--- config.mk ---
export PLATFORM = sky130hd
export DESIGN_NAME = beacon_ssid_channel_extractor
export DESIGN_NICKNAME = d
export VERILOG_FILES = /design/src/rtl/bcx_pkg.sv /design/src/rtl/bcx_parser.sv /design/src/rtl/bcx_outq.sv /design/src/rtl/beacon_ssid_channel_extractor.sv
export SDC_FILE = /design/constraint.sdc
export NUM_CORES = 1
export LEC_CHECK = 0
export BUFFER_PORTS_ARGS = -buffer_cell sky130_fd_sc_hd__buf_2
export CAP_MARGIN = 20
export CORE_UTILIZATION = 45
export DETAILED_ROUTE_END_ITERATION = 7
export GPL_TIMING_DRIVEN = 0
export PLACE_DENSITY_LB_ADDON = 0.3
export SYNTH_ARGS = -nofsm -noshare
export SYNTH_HDL_FRONTEND = slang
export SYNTH_HIERARCHICAL = 1
export SYNTH_SLANG_ARGS = --single-unit
--- constraint.sdc ---
create_clock -name clk -period 4 [get_ports clk]
set_input_delay 0.2 -clock clk [delete_from_list [all_inputs] [get_ports clk]]
set_output_delay 0.2 -clock clk [all_outputs]
set_load 0.005 [all_outputs]
--- src/rtl/bcx_pkg.sv ---
// Shared types and constants for the beacon SSID/channel extractor.
`default_nettype none
package bcx_pkg;

	typedef enum logic [2:0] {
		PH_RADIOTAP = 3'd0,
		PH_SKIP     = 3'd1,
		PH_ID       = 3'd2,
		PH_LEN      = 3'd3,
		PH_BODY     = 3'd4,
		PH_SSID     = 3'd5,
		PH_DS       = 3'd6
	} phase_t;

	localparam logic [7:0]  FIXED_SKIP  = 8'd36;
	localparam logic [7:0]  ID_SSID     = 8'd0;
	localparam logic [7:0]  ID_DS       = 8'd3;
	localparam logic [7:0]  CNT_MAX     = 8'hFF;
	localparam logic [15:0] POS_MAX     = 16'hFFFF;
	localparam logic [15:0] LEN_LO_POS  = 16'd2;
	localparam logic [15:0] LEN_HI_POS  = 16'd3;

	localparam int Q_DEPTH = 2;
	localparam int Q_PTR_W = $clog2(Q_DEPTH);

	// Everything one input byte produces: an optional SSID byte and an
	// optional frame summary.
	typedef struct packed {
		logic       has_ssid;
		logic [7:0] ssid;
		logic       has_sum;
		logic [7:0] chan;
		logic       ssid_f;
		logic       chan_f;
		logic [7:0] slen;
	} byte_res_t;

	typedef struct packed {
		logic full;
		logic empty;
	} q_status_t;

endpackage
`default_nettype wire

--- src/rtl/bcx_parser.sv ---
// Frame parser: header skip, element walk and per-frame bookkeeping.
`default_nettype none
module bcx_parser import bcx_pkg::*; (
	input  wire logic       clk,
	input  wire logic       arst_n,
	input  wire logic       go,
	input  wire logic [7:0] data_byte,
	input  wire logic       frame_end,
	output logic            push,
	output byte_res_t       res
);

	phase_t      phase_q, phase_n;
	logic [15:0] pos_q, pos_n;
	logic [15:0] rl_q, rl_n;
	logic [7:0]  id_q, id_n;
	logic [7:0]  rem_q, rem_n;
	logic        ssid_seen_q, ssid_seen_n;
	logic        chan_seen_q, chan_seen_n;
	logic [7:0]  chan_val_q, chan_val_n;
	logic [7:0]  cnt_q, cnt_n;
	logic [7:0]  rem_dec;

	assign rem_dec = rem_q - 8'd1;

	// next state and datapath
	always_comb begin
		phase_n     = phase_q;
		rl_n        = rl_q;
		id_n        = id_q;
		rem_n       = rem_q;
		ssid_seen_n = ssid_seen_q;
		chan_seen_n = chan_seen_q;
		chan_val_n  = chan_val_q;
		cnt_n       = cnt_q;
		pos_n       = (pos_q != POS_MAX) ? pos_q + 16'd1 : pos_q;
		case (phase_q)
			PH_RADIOTAP: begin
				if (pos_q == LEN_LO_POS) begin
					rl_n[7:0] = data_byte;
				end else if (pos_q == LEN_HI_POS) begin
					rl_n[15:8] = data_byte;
				end
				// lengths below 4 end the header right after the length bytes
				if (pos_q >= LEN_HI_POS && ({1'b0, pos_q} + 17'd1) >= {1'b0, rl_n}) begin
					phase_n = PH_SKIP;
					rem_n   = FIXED_SKIP;
				end
			end
			PH_SKIP: begin
				rem_n   = rem_dec;
				phase_n = (rem_dec == 8'd0) ? PH_ID : PH_SKIP;
			end
			PH_ID: begin
				id_n    = data_byte;
				phase_n = PH_LEN;
			end
			PH_LEN: begin
				rem_n = data_byte;
				if (id_q == ID_SSID && !ssid_seen_q) begin
					ssid_seen_n = 1'b1;
					phase_n     = (data_byte == 8'd0) ? PH_ID : PH_SSID;
				end else if (id_q == ID_DS && !chan_seen_q) begin
					phase_n = (data_byte == 8'd0) ? PH_ID : PH_DS;
				end else begin
					phase_n = (data_byte == 8'd0) ? PH_ID : PH_BODY;
				end
			end
			PH_SSID: begin
				if (cnt_q != CNT_MAX) begin
					cnt_n = cnt_q + 8'd1;
				end
				rem_n   = rem_dec;
				phase_n = (rem_dec == 8'd0) ? PH_ID : PH_SSID;
			end
			PH_DS: begin
				chan_val_n  = data_byte;
				chan_seen_n = 1'b1;
				rem_n       = rem_dec;
				phase_n     = (rem_dec == 8'd0) ? PH_ID : PH_BODY;
			end
			PH_BODY: begin
				rem_n   = rem_dec;
				phase_n = (rem_dec == 8'd0) ? PH_ID : PH_BODY;
			end
			default: begin
				phase_n = PH_ID;
			end
		endcase
	end

	// outputs: summary reflects the state after this byte
	always_comb begin
		res.has_ssid = (phase_q == PH_SSID);
		res.ssid     = data_byte;
		res.has_sum  = frame_end;
		res.chan     = chan_seen_n ? chan_val_n : 8'd0;
		res.ssid_f   = ssid_seen_n;
		res.chan_f   = chan_seen_n;
		res.slen     = cnt_n;
		push         = go && (res.has_ssid || frame_end);
	end

	always_ff @(posedge clk or negedge arst_n) begin
		if (!arst_n) begin
			phase_q     <= PH_RADIOTAP;
			pos_q       <= '0;
			rl_q        <= '0;
			id_q        <= '0;
			rem_q       <= '0;
			ssid_seen_q <= 1'b0;
			chan_seen_q <= 1'b0;
			chan_val_q  <= '0;
			cnt_q       <= '0;
		end else if (go) begin
			if (frame_end) begin
				phase_q     <= PH_RADIOTAP;
				pos_q       <= '0;
				rl_q        <= '0;
				id_q        <= '0;
				rem_q       <= '0;
				ssid_seen_q <= 1'b0;
				chan_seen_q <= 1'b0;
				chan_val_q  <= '0;
				cnt_q       <= '0;
			end else begin
				phase_q     <= phase_n;
				pos_q       <= pos_n;
				rl_q        <= rl_n;
				id_q        <= id_n;
				rem_q       <= rem_n;
				ssid_seen_q <= ssid_seen_n;
				chan_seen_q <= chan_seen_n;
				chan_val_q  <= chan_val_n;
				cnt_q       <= cnt_n;
			end
		end
	end

endmodule
`default_nettype wire

--- src/rtl/bcx_outq.sv ---
// Small result queue holding per-byte result groups until they are taken.
`default_nettype none
module bcx_outq import bcx_pkg::*; (
	input  wire logic      clk,
	input  wire logic      arst_n,
	input  wire logic      push,
	input  wire byte_res_t wr_res,
	input  wire logic      pop,
	output byte_res_t      head,
	output q_status_t      status
);

	byte_res_t            mem_q [Q_DEPTH];
	logic [Q_PTR_W-1:0]   wr_ptr_q, rd_ptr_q;
	logic [Q_PTR_W:0]     count_q;
	logic                 do_push, do_pop;

	assign status       = '{full: (count_q == (Q_PTR_W + 1)'(Q_DEPTH)),
	                        empty: (count_q == '0)};
	assign do_push      = push && !status.full;
	assign do_pop       = pop && !status.empty;
	assign head         = mem_q[rd_ptr_q];

	always_ff @(posedge clk) begin
		if (do_push) begin
			mem_q[wr_ptr_q] <= wr_res;
		end
	end

	always_ff @(posedge clk or negedge arst_n) begin
		if (!arst_n) begin
			wr_ptr_q <= '0;
			rd_ptr_q <= '0;
			count_q  <= '0;
		end else begin
			if (do_push) begin
				wr_ptr_q <= wr_ptr_q + 1'b1;
			end
			if (do_pop) begin
				rd_ptr_q <= rd_ptr_q + 1'b1;
			end
			case ({do_push, do_pop})
				2'b10:   count_q <= count_q + 1'b1;
				2'b01:   count_q <= count_q - 1'b1;
				default: count_q <= count_q;
			endcase
		end
	end

endmodule
`default_nettype wire

--- src/rtl/beacon_ssid_channel_extractor.sv ---
// Top level of the beacon SSID/channel extractor.
//
//   channel | handshake             | payload
//   --------+-----------------------+-----------------------------------------------
//   in      | in_valid / in_stall   | data_byte, frame_end
//   out     | out_valid / out_stall | kind, ssid_byte, channel_number, ssid_found,
//           |                       | channel_found, ssid_length, last
//
// A byte is captured in the input register when taken and parsed from there once
// the result queue has room; its results then show from the queue. A byte that
// yields an SSID byte and the summary puts out two transactions, SSID byte first.
// Sustained rate is one byte per cycle while in_stall is low; the two-entry result
// queue fills while out_stall holds results back or while an entry with an SSID
// byte and a summary is put out; in_stall rises only while it is full. Reset
// clears parser state and the queue; state also resets after every frame_end byte.
`default_nettype none
module beacon_ssid_channel_extractor import bcx_pkg::*; (
	input  wire logic       clk,
	input  wire logic       arst_n,
	input  wire logic       in_valid,
	output logic            in_stall,
	input  wire logic [7:0] data_byte,
	input  wire logic       frame_end,
	output logic            out_valid,
	input  wire logic       out_stall,
	output logic            kind,
	output logic [7:0]      ssid_byte,
	output logic [7:0]      channel_number,
	output logic            ssid_found,
	output logic            channel_found,
	output logic [7:0]      ssid_length,
	output logic            last
);

	logic       valid_s1;
	logic [7:0] data_byte_s1;
	logic       frame_end_s1;
	logic       go;
	logic       push;
	logic       pop;
	logic       sel_q;
	logic       show_ssid;
	byte_res_t  res;
	byte_res_t  head;
	q_status_t  qs;

	assign go       = valid_s1 && !qs.full;
	assign in_stall = valid_s1 && qs.full;

	always_ff @(posedge clk or negedge arst_n) begin
		if (!arst_n) begin
			valid_s1 <= 1'b0;
		end else if (!in_stall) begin
			valid_s1 <= in_valid;
		end
	end

	always_ff @(posedge clk) begin
		if (in_valid && !in_stall) begin
			data_byte_s1 <= data_byte;
			frame_end_s1 <= frame_end;
		end
	end

	bcx_parser u_parser (
		.clk       (clk),
		.arst_n    (arst_n),
		.go        (go),
		.data_byte (data_byte_s1),
		.frame_end (frame_end_s1),
		.push      (push),
		.res       (res)
	);

	bcx_outq u_outq (
		.clk    (clk),
		.arst_n (arst_n),
		.push   (push),
		.wr_res (res),
		.pop    (pop),
		.head   (head),
		.status (qs)
	);

	// sel_q steps from the SSID byte to the summary within one queue entry
	assign show_ssid = head.has_ssid && !sel_q;
	assign out_valid = !qs.empty;
	assign pop       = out_valid && !out_stall && (!show_ssid || !head.has_sum);

	always_ff @(posedge clk or negedge arst_n) begin
		if (!arst_n) begin
			sel_q <= 1'b0;
		end else if (out_valid && !out_stall) begin
			sel_q <= show_ssid && head.has_sum;
		end
	end

	always_comb begin
		kind           = !show_ssid;
		ssid_byte      = show_ssid ? head.ssid : 8'd0;
		channel_number = show_ssid ? 8'd0 : head.chan;
		ssid_found     = !show_ssid && head.ssid_f;
		channel_found  = !show_ssid && head.chan_f;
		ssid_length    = show_ssid ? 8'd0 : head.slen;
		last           = !show_ssid || !head.has_sum;
	end

endmodule
`default_nettype wire

**After elaboration in Yosys (flattened, before gate mapping)**

Memories as Yosys holds them, arrays and structs flattened.
Index checks and enable logic that the tools add are counted.

- $add $sub $neg: 8
- $lt $le $gt $ge: 2
- Equality and inequality tests: 15
- Multiplexer cells: 42
- Reductions and logical operators: 43

Operators with widths:

| cell | number |
|---|---|
| 8-bit 2-to-1 mux | 18 |
| 16-bit 2-to-1 mux | 4 |
| 16-bit by 2-bit == test with 1-bit output (second input constant) | 2 |
| 3-bit 2-to-1 mux | 9 |
| 8-bit logical NOT | 3 |
| 8-bit one-hot mux with 3 select lines | 1 |
| 3-bit one-hot mux with 6 select lines | 1 |
| 16-bit by 1-bit adder with 17-bit output (second input constant) | 1 |
| 17-bit by 16-bit greater-or-equal comparator with 1-bit output | 1 |
| 16-bit by 1-bit adder with 16-bit output (second input constant) | 1 |
| 16-bit by 2-bit greater-or-equal comparator with 1-bit output (second input constant) | 1 |
| 16-bit inequality test (second input constant) | 1 |
| 1-bit logical AND | 15 |
| 3-bit == test (second input constant) | 3 |
| 1-bit logical NOT | 9 |
| 8-bit by 1-bit adder with 8-bit output (second input constant) | 1 |
| 8-bit by 2-bit == test with 1-bit output (second input constant) | 1 |
| 8-bit inequality test (second input constant) | 1 |
| 2-bit AND reduction | 4 |
| 2-bit nonzero test | 4 |
| 8-bit by 1-bit subtractor with 8-bit output (second input constant) | 1 |
| 1-bit 2-to-1 mux | 7 |
| 3-bit by 2-bit == test with 1-bit output (second input constant) | 2 |
| 2-bit == test (second input constant) | 2 |
| other kinds (15) | 17 |

- Bits in registers: 84
- Memory bits (writable): 56
- Output and inout port bits: 30
- Memories kept: 1

Memories:

| name | words | width | read ports | clocked after Yosys merged registers in | write ports | line | RTL |
|---|---|---|---|---|---|---|---|
| u_outq.mem_q | 2 | 28 | 1 | 0 | 1 | bcx_outq.sv:13 | `byte_res_t mem_q [Q_DEPTH];` |

**Longest topological paths before layout**

Gate-level depths: netlist (run 1).

- Depth in word-level cells: 9
- Gate-level depth with buffers: 14
- Mapped depth without buffers: 12

**Cells and area by module**

The synthesis (run 1) kept the hierarchy.

By module, submodules not included:

| module | instances | cells each | area each (µm²) |
|---|---|---|---|
| bcx_parser | 1 | 517 | 4690.7 |
| bcx_outq | 1 | 105 | 2264.7 |
| beacon_ssid_channel_extractor | 1 | 52 | 586.8 |

**Worst setup path before layout (run 1)**

Ideal clock, no wire load.

- Path type: reg2reg
- From: reg u_parser.pos_q[12]
- To: reg u_parser.rem_q[0]
- Arrival time: 3.205 ns
- Path slack: 0.656 ns
- Stages on the path, launching flop included: 15
- Clock period less this slack: 3.344 ns
- Cells stage by stage: dfrtp_1 -> buf_4 -> nor4_1 -> nand4_1 -> inv_1 -> and3_1 -> buf_2 -> mux2i_1 -> ha_1 -> and4_1 -> nor3b_1 -> o31a_1 -> o41a_1 -> o211ai_1 -> o2bb2ai_1

- Word-level cells in the longest chain between the ends: 8
- Elaborated cells between the ends (all ways): 13
- Those cells by class: add/sub: 1; order compare: 2; eq/ne: 3; mux: 5; reduce/logical: 2

RTL lines:

| what | line | RTL |
|---|---|---|
| from (decl) | bcx_parser.sv:14 | `logic [15:0] pos_q, pos_n;` |
| from (signal assigned) | bcx_parser.sv:128 | `pos_q <= pos_n;` |
| parallel branches: the longest is 5 deep, another holds 16-bit by 1-bit adder with 17-bit output | n/a |  |
| 1-bit logical AND * | bcx_parser.sv:45 | `if (pos_q >= LEN_HI_POS && ({1'b0, pos_q} + 17'd1) >= {1'b0, rl_n}) begin` |
| 3-bit by 2-bit inequality test with 1-bit output (no line) * | n/a |  |
| 3-bit AND reduction (no line) * | n/a |  |
| to (signal assigned) | bcx_parser.sv:131 | `rem_q <= rem_n;` |
| to (decl) | bcx_parser.sv:17 | `logic [7:0] rem_q, rem_n;` |

Mark *: on every way between the ends. The select of a mux whose other input is x is not followed.
A chain may end at the register's enable or synchronous reset.

**Worst setup path in the final report (run 1)**

- From: reg u_parser.pos_q[12]
- To: reg u_parser.phase_q[0]

- Word-level cells in the longest chain between the ends: 8
- Elaborated cells between the ends (all ways): 13
- Those cells by class: add/sub: 1; order compare: 2; eq/ne: 3; mux: 5; reduce/logical: 2

RTL lines:

| what | line | RTL |
|---|---|---|
| parallel branches: the longest is 5 deep, another holds 16-bit by 1-bit adder with 17-bit output | n/a |  |
| 1-bit logical AND * | bcx_parser.sv:45 |  |
| 3-bit by 2-bit inequality test with 1-bit output (no line) * | n/a |  |
| 2-bit AND reduction (no line) * | n/a |  |
| to (signal assigned) | bcx_parser.sv:127 | `phase_q <= phase_n;` |
| to (decl) | bcx_parser.sv:13 | `phase_t phase_q, phase_n;` |

Marked as above.

==> impl_metrics.yaml, run 1 <==
timing:
  worst_slack_ns: 0.204
  min_period_over_period: 0.949
  max_slew_margin: 0.327
  tightest_slew_ns: 1.01
  min_period_ns: 3.80
  fin_skew_ns: 0.00895
  setup_viol: 0
  whs_ns: 0.144
  final_max_slew_viol_count: 0
  hold_viol: 0
  max_freq_mhz: 263
global_routing:
  grt_util_all_layers: 0.209
  grt_max_degree: 70
  grt_pass1_vias: 5460
  antenna_found_initial: 0
  grt-ovfl-total: 0
  grt_pass1_wl_mm: 28.1
die:
  io-pin-count: 43
  dieArea_um2: 17300
  placementRows: 46
  die_h_um: 131
  die_w_um: 131
  start_util: 0.468
  design.core.area_um2: 16100
placement:
  pre_cts_ws_ns: -0.0578
  gp_congestion: 0.861
  place_hpwl_mm: 12.2
  port-buffer-count: 42
flow_run:
  max-cap-violations: 0
critical_path:
  crit_chain: "buf_4 -> nor4_1 -> nand4_1 -> inv_1 -> and3_1 -> buf_2 -> mux2i_1 -> ha_1 -> and4_1 -> nor3b_1 -> o31a_1 -> o41a_1 -> o21ai_0 -> mux2_2"
  path_delay_family: "simple AND/OR/NAND/NOR gates"
  max_stage_delay_ns: 0.44
  crit_slowest_cell: "o41a_1"
  reg2reg_depth: 14
  critical_path_required_ns: 4.31
  critical_path_class: "reg -> reg"
  ff2ff_setup_slack_ns: 0.20
  reg2reg_from: "u_parser/pos_q[12]$_DFFE_PN0P_"
  cp.arrival_ns: 4.11
  endpoint_kind: "flip-flop"
  crit_end: "u_parser/phase_q[0]$_DFFE_PN0P_"
  critical_path_depth: 14
  path_max_fanout: 9
  crit_start: "u_parser/pos_q[12]$_DFFE_PN0P_"
  start_kind: "flip-flop"
  r2r_end: "u_parser/phase_q[0]$_DFFE_PN0P_"
  critical_path_buf_inv_count: 3
detailed_routing:
  drt_iter0_drc: 400
  drc_errors: 0
  vias_per_cell: 5.72
  vias: 5601
  post_drt_wl_per_cell_um: 17.8
  first_pass_iters: 5
  ant_nets: 0
  wl_mm: 17.5
cts:
  tritoncts: "done"
  clk_path_buf_depth: 2
  path_clk_slew_ns: 0.07
  cts_num_sinks: 140
  ctsRootBufferMaster: "clkbuf_16"
  clock_latency_ns: 0.42
  cts_buffers: 17
  cts_htree_levels: 4
power_and_ir_drop:
  p_clk_frac: 0.284
  power.leakage_nw: 3.73
  switching_share: 0.344
  p_comb_frac: 0.364
  p_sw_w: 0.00189
  power.internal_w: 0.00361
  finalPower_w: 0.00550
  sequentialPowerShare: 0.352
  peakVddDrop_mv: 0.339
  power_density_nw_per_um2: 622
synthesis:
  synth_common_cells: "dfrtp_1 (75), edfxtp_1 (65), nand2_1 (51)"
  async_reset_ff_frac: 0.536
  ys_ff_latch: 140
  synth-seq-area-share: 0.508
  yosys-top-cells-area: "edfxtp_1 (26%), dfrtp_1 (25%), o2bb2ai_1 (4.1%), ha_1 (3.6%), mux2_2 (3.3%)"
  synth.most_common_cell: "dfrtp_1"
  synth_enable_flop_cells: 65
  ys.flop_type: "dfrtp_1"
  synth_top_area_share: 0.259
  yosysTopAreaCell: "edfxtp_1"
  yosys_warnings: 6
  syn-cell-area_um2: 7540
  synth_cells: 674
  synth.distinct_cells: 63
  synth_nets: 709
  postSynthAreaPerCell_um2: 11.2
layout:
  area_growth_pct: 17.1
  drive_gt1_frac: 0.209
  regArea_um2: 3830
  fill_cells: 1394
  n_antenna_cell: 0
  nNetsFinal: 786
  multi_input_area_um2: 3340
status:
  status: "completed"
worst_hold_path:
  worstHoldPathType: "in -> async"
==> cell families (layout without fill, tap and decap cells) <==
kind of cell | count (synthesis) | in the layout | synth area share
adder cells (fa/ha/maj) | 22 | 22 | 0.0365
XOR/XNOR | 30 | 30 | 0.0348
AO/OA/AOI/OAI | 158 | 158 | 0.153
AND/OR/NAND/NOR | 201 | 201 | 0.141
buffers and inverters | 73 | 163 | 0.0508
multiplexers | 50 | 50 | 0.0766
flip-flops | 140 | 140 | 0.508
==> registers in the layout, summed over array words and instances (netlist names), 3 cells and up <==
name and cells:
u_parser/chan_val_q 8, u_parser/phase_q 3, u_parser/rl_q 16, u_parser/rem_q 8, u_parser/pos_q 16, u_parser/cnt_q 8
data_byte_s1 8, u_parser/id_q 8, u_outq/mem_q 56
==> worst min-delay path by stage <==
stage            startpoint                           to  slack (ns)  cells after the start
2_1_floorplan        arst_n            sel_q$_DFFE_PN0P_        -0.1                      0
3_3_place_gp   data_byte[2]    data_byte_s1[2]$_DFFE_PP_        0.38                      1
3_5_place_dp         arst_n         valid_s1$_DFFE_PN0N_        0.04                      1
4_1_cts              arst_n  u_outq/rd_ptr_q$_DFFE_PN0P_        0.13                      2
5_1_grt              arst_n  u_outq/rd_ptr_q$_DFFE_PN0P_        0.14                      2
6_report             arst_n  u_outq/rd_ptr_q$_DFFE_PN0P_        0.14                      2
==> area by class of cell <==
| cell class | count | share of cell area |
|---|---|---|
| clock inverter | 15 | 0.0183 |
| multi-input combinational | 461 | 0.378 |
| inverter | 14 | 0.00595 |
| tap | 216 | 0.0306 |
| timing repair buffer | 58 | 0.0479 |
| buffer | 59 | 0.0374 |
| sequential | 140 | 0.434 |
| clock buffer | 17 | 0.0482 |
==> metrics by stage <==
| step | setup TNS, ns | utilization | std cells | area (µm²) |
|---|---|---|---|---|
| detailed placement | -0.255 | 0.503 | 935 | 8110 |
| floorplan | 0 | - | 674 | 7540 |
| finish | 0 | 0.548 | 980 | 8830 |
| global placement | -10.47 | 0.498 | 932 | 8020 |
| CTS | 0 | 0.548 | 980 | 8820 |
| global route | -0.000398 | 0.548 | 980 | 8830 |
==> cell usage in the layout, fill, tap and decap left out, types with 13 or more instances in the layout <==
cell type	synthesis	routed
nand3_1	22	22
clkbuf_1	19	19
and3_1	13	13
a22oi_1	24	24
mux2i_1	18	18
buf_4	14	16
and2_1	30	30
nor2_1	34	33
xor2_1	15	15
inv_1	13	13
buf_2	17	58
nand2_1	51	51
xnor2_1	15	15
edfxtp_1	65	65
dfrtp_1	75	75
mux2_2	22	22
a21oi_1	18	18
ha_1	22	22
o21ai_0	29	29
o2bb2ai_1	35	35
clkbuf_16	0	17
==> routing by layer <==
metal,GRT usage,vias to the layer above,wire length [µm]
met4,0.0866,0,278
met1,0.265,2763,7770
li1,-,2636,-
met5,0,-,0
met2,0.348,180,8600
met3,0.0397,22,815
==> power by group through the flow <==
stage	Clock [W]	Combinational, W	Sequential (W)
after floorplan	0	0.00140	0.00191
after global placement	0	0.00188	0.00195
after detailed placement	0	0.00198	0.00196
after CTS	0.00159	0.00201	0.00193
after global routing	0.00165	0.00219	0.00196
final	0.00156	0.00200	0.00193
==> repair_timing <==
item                       4_1_cts  5_1_grt
hold buffers                    12        0
resized for setup                0        1
setup endpoints to repair        8        8
hold endpoints to repair        86        0
pin swaps                        1        0
setup buffers                    1        0
No activity file was read; power rests on OpenSTA's default activity.
==> inputs of run 2 (changes only) <==
--- a/config.mk
+++ b/config.mk
@@ -7,7 +7,7 @@
 export LEC_CHECK = 0
 export BUFFER_PORTS_ARGS = -buffer_cell sky130_fd_sc_hd__buf_2
 export CAP_MARGIN = 20
-export CORE_UTILIZATION = 45
+export CORE_UTILIZATION = 61
 export DETAILED_ROUTE_END_ITERATION = 7
 export GPL_TIMING_DRIVEN = 0
 export PLACE_DENSITY_LB_ADDON = 0.3
==> constraint.sdc (replaced) <==
create_clock -name clk -period 3.71 [get_ports clk]
set_input_delay 0.1855 -clock clk [delete_from_list [all_inputs] [get_ports clk]]
set_output_delay 0.1855 -clock clk [all_outputs]
set_load 0.005 [all_outputs]
==> run 2 against run 1 <==
  * Via count up 2.8%
  * Sequential cell count stayed put
  * Count of clock-buffer cells in the layout grew 1
  * Clock skew grew 0.0015 ns
  * Total power rose by 9.1%
  * Critical path depth unchanged
  * Cell area decreased by 0.20%
  * Combinational power increased by 9.5%
  * Global-route usage increased by 8.6 points
  * Die area down 26%
  * Largest power group unchanged
  * Highest routed layer unchanged
==> impl_metrics.yaml, run 2 (synthesis gave the netlist of run 1 again) <==
critical_path:
  critical_path_class: "reg -> reg"
  endpoint_kind: "flip-flop"
  r2r_end: "u_parser/phase_q[0]$_DFFE_PN0P_"
  path_delay_family: "simple AND/OR/NAND/NOR gates"
  reg2reg_from: "u_parser/pos_q[12]$_DFFE_PN0P_"
  max_stage_delay_ns: 0.43
  path_max_fanout: 9
  crit_chain: "buf_4 -> nor4_4 -> nand4_1 -> inv_2 -> and3_1 -> buf_6 -> mux2i_2 -> ha_1 -> and4_1 -> nor3b_1 -> o31a_1 -> o41a_1 -> o21ai_2 -> mux2_2"
  critical_path_required_ns: 4.02
  critical_path_buf_inv_count: 3
  ff2ff_setup_slack_ns: 0.16
  reg2reg_depth: 14
  cp.arrival_ns: 3.86
  start_kind: "flip-flop"
  crit_slowest_cell: "o41a_1"
detailed_routing:
  drt_iter0_drc: 589
  vias_per_cell: 6.30
  post_drt_wl_per_cell_um: 19.1
  first_pass_iters: 5
  wl_mm: 17.5
  drc_errors: 0
  vias: 5757
  ant_nets: 0
layout:
  final_common_cell: "dfrtp_1"
  largestRegisters: "u_outq/mem_q (56), u_parser/pos_q (16), u_parser/rl_q (16)"
  drive_gt1_frac: 0.220
  final_util: 0.734
  nNetsFinal: 789
  largest_reg_flops: 56
  final_cell_mix: "dfrtp_1 (75), edfxtp_1 (65), buf_2 (57), nand2_1 (50), o2bb2ai_1 (35)"
  top_register: "u_outq/mem_q"
  instances_no_fill: 914
  area_growth_pct: 16.8
  n_antenna_cell: 0
timing:
  final_max_slew_viol_count: 0
  fin_skew_ns: 0.0105
  whs_ns: 0.192
  max_freq_mhz: 282
  tns_ns: 0
  setup_viol: 0
  hold_viol: 0
  min_period_over_period: 0.957
  max_slew_margin: 0.334
  rsz0062_at_grt: "no"
  tightest_slew_ns: 0.996
  min_period_ns: 3.55
die:
  dieArea_um2: 12800
  die_w_um: 113
  die_h_um: 113
  start_util: 0.628
  design.core.area_um2: 12000
  io-pin-count: 43
  placementRows: 40
power_and_ir_drop:
  p_comb_frac: 0.365
  switching_share: 0.339
  sequentialPowerShare: 0.349
  peakVddDrop_mv: 0.370
  p_clk_frac: 0.285
  power.leakage_nw: 3.75
  power_density_nw_per_um2: 680
  power.internal_w: 0.00396
  p_sw_w: 0.00203
placement:
  numPlacedInstances: 866
  place_hpwl_mm: 11.7
  port-buffer-count: 42
  gp_congestion: 0.884
status:
  status: "completed"
global_routing:
  antenna_found_initial: 0
  grt_pass1_vias: 5820
  grt_util_all_layers: 0.295
  grt-ovfl-total: 0
  grt_pass1_wl_mm: 28.7
  grt_max_degree: 60
cts:
  cts_num_sinks: 140
  cts_buffers: 17
  clock_latency_ns: 0.43
  tritoncts: "done"
  ctsRootBufferMaster: "clkbuf_16"
  cts_htree_levels: 4
  path_clk_slew_ns: 0.06
  clk_path_buf_depth: 2
flow_run:
  max-cap-violations: 0
worst_hold_path:
  worstHoldPathType: "in -> async"
[run 2: cell type report]
| cell class | instances | area [µm²] |
|---|---|---|
| buffer | 58 | 333 |
| clock buffer | 18 | 429 |
| clock inverter | 14 | 169 |
| fill | 804 | 3200 |
| inverter | 14 | 52.6 |
| multi-input combinational | 461 | 3370 |
| sequential | 140 | 3830 |
| tap | 147 | 184 |
| timing repair buffer | 62 | 440 |
[run 2: how the worst max path moves through the flow]
stage / start / to / slack (ns) / depth (start not counted)
final: u_parser/pos_q[12]$_DFFE_PN0P_ / u_parser/phase_q[0]$_DFFE_PN0P_ / 0.16 / 14
after global routing: u_parser/pos_q[2]$_DFFE_PN0P_ / u_parser/phase_q[0]$_DFFE_PN0P_ / 0.008 / 13
after CTS: u_parser/pos_q[0]$_DFFE_PN0P_ / u_parser/phase_q[0]$_DFFE_PN0P_ / 0.05 / 13
after detailed placement: u_parser/pos_q[12]$_DFFE_PN0P_ / u_parser/rem_q[3]$_DFFE_PN0P_ / -0.31 / 14
after global placement: frame_end_s1$_DFFE_PP_ / u_outq/mem_q[0][25]$_DFFE_PP_ / -0.49 / 7
after floorplan: u_parser/pos_q[12]$_DFFE_PN0P_ / u_parser/rem_q[0]$_DFFE_PN0P_ / 0.37 / 14
[run 2: layer usage]
layer	share of wire	up-vias	track usage
met5	0	-	0
met4	0.043	0	0.183
met3	0.053	50	0.0552
met2	0.48	242	0.481
met1	0.42	2818	0.364
li1	-	2647	-
[run 2: repair_timing]
item,in CTS,in global routing
cloned,0,0
hold buffers,12,0
pin swaps,2,2
gates resized for setup,2,11
setup buffers,2,3
hold endpoints to repair,86,0
endpoints found under the setup margin,9,9
[run 2: per-stage QoR]
step | setup slack (ns) | cell area, µm² | total power, W
2_1_floorplan | 0.366 | 7540 | 0.00358
3_3_place_gp | -0.489 | 7940 | 0.00409
3_5_place_dp | -0.305 | 8010 | 0.00423
4_1_cts | 0.0498 | 8750 | 0.00596
5_1_grt | 0.00836 | 8810 | 0.00632
6_report | 0.161 | 8810 | 0.00599
[run 2: power groups by stage]
stage | clock network, W | registers, W | logic (W)
2_1_floorplan | 0 | 0.00206 | 0.00151
3_3_place_gp | 0 | 0.00210 | 0.00199
3_5_place_dp | 0 | 0.00211 | 0.00211
4_1_cts | 0.00172 | 0.00209 | 0.00215
5_1_grt | 0.00180 | 0.00212 | 0.00240
6_report | 0.00171 | 0.00209 | 0.00219
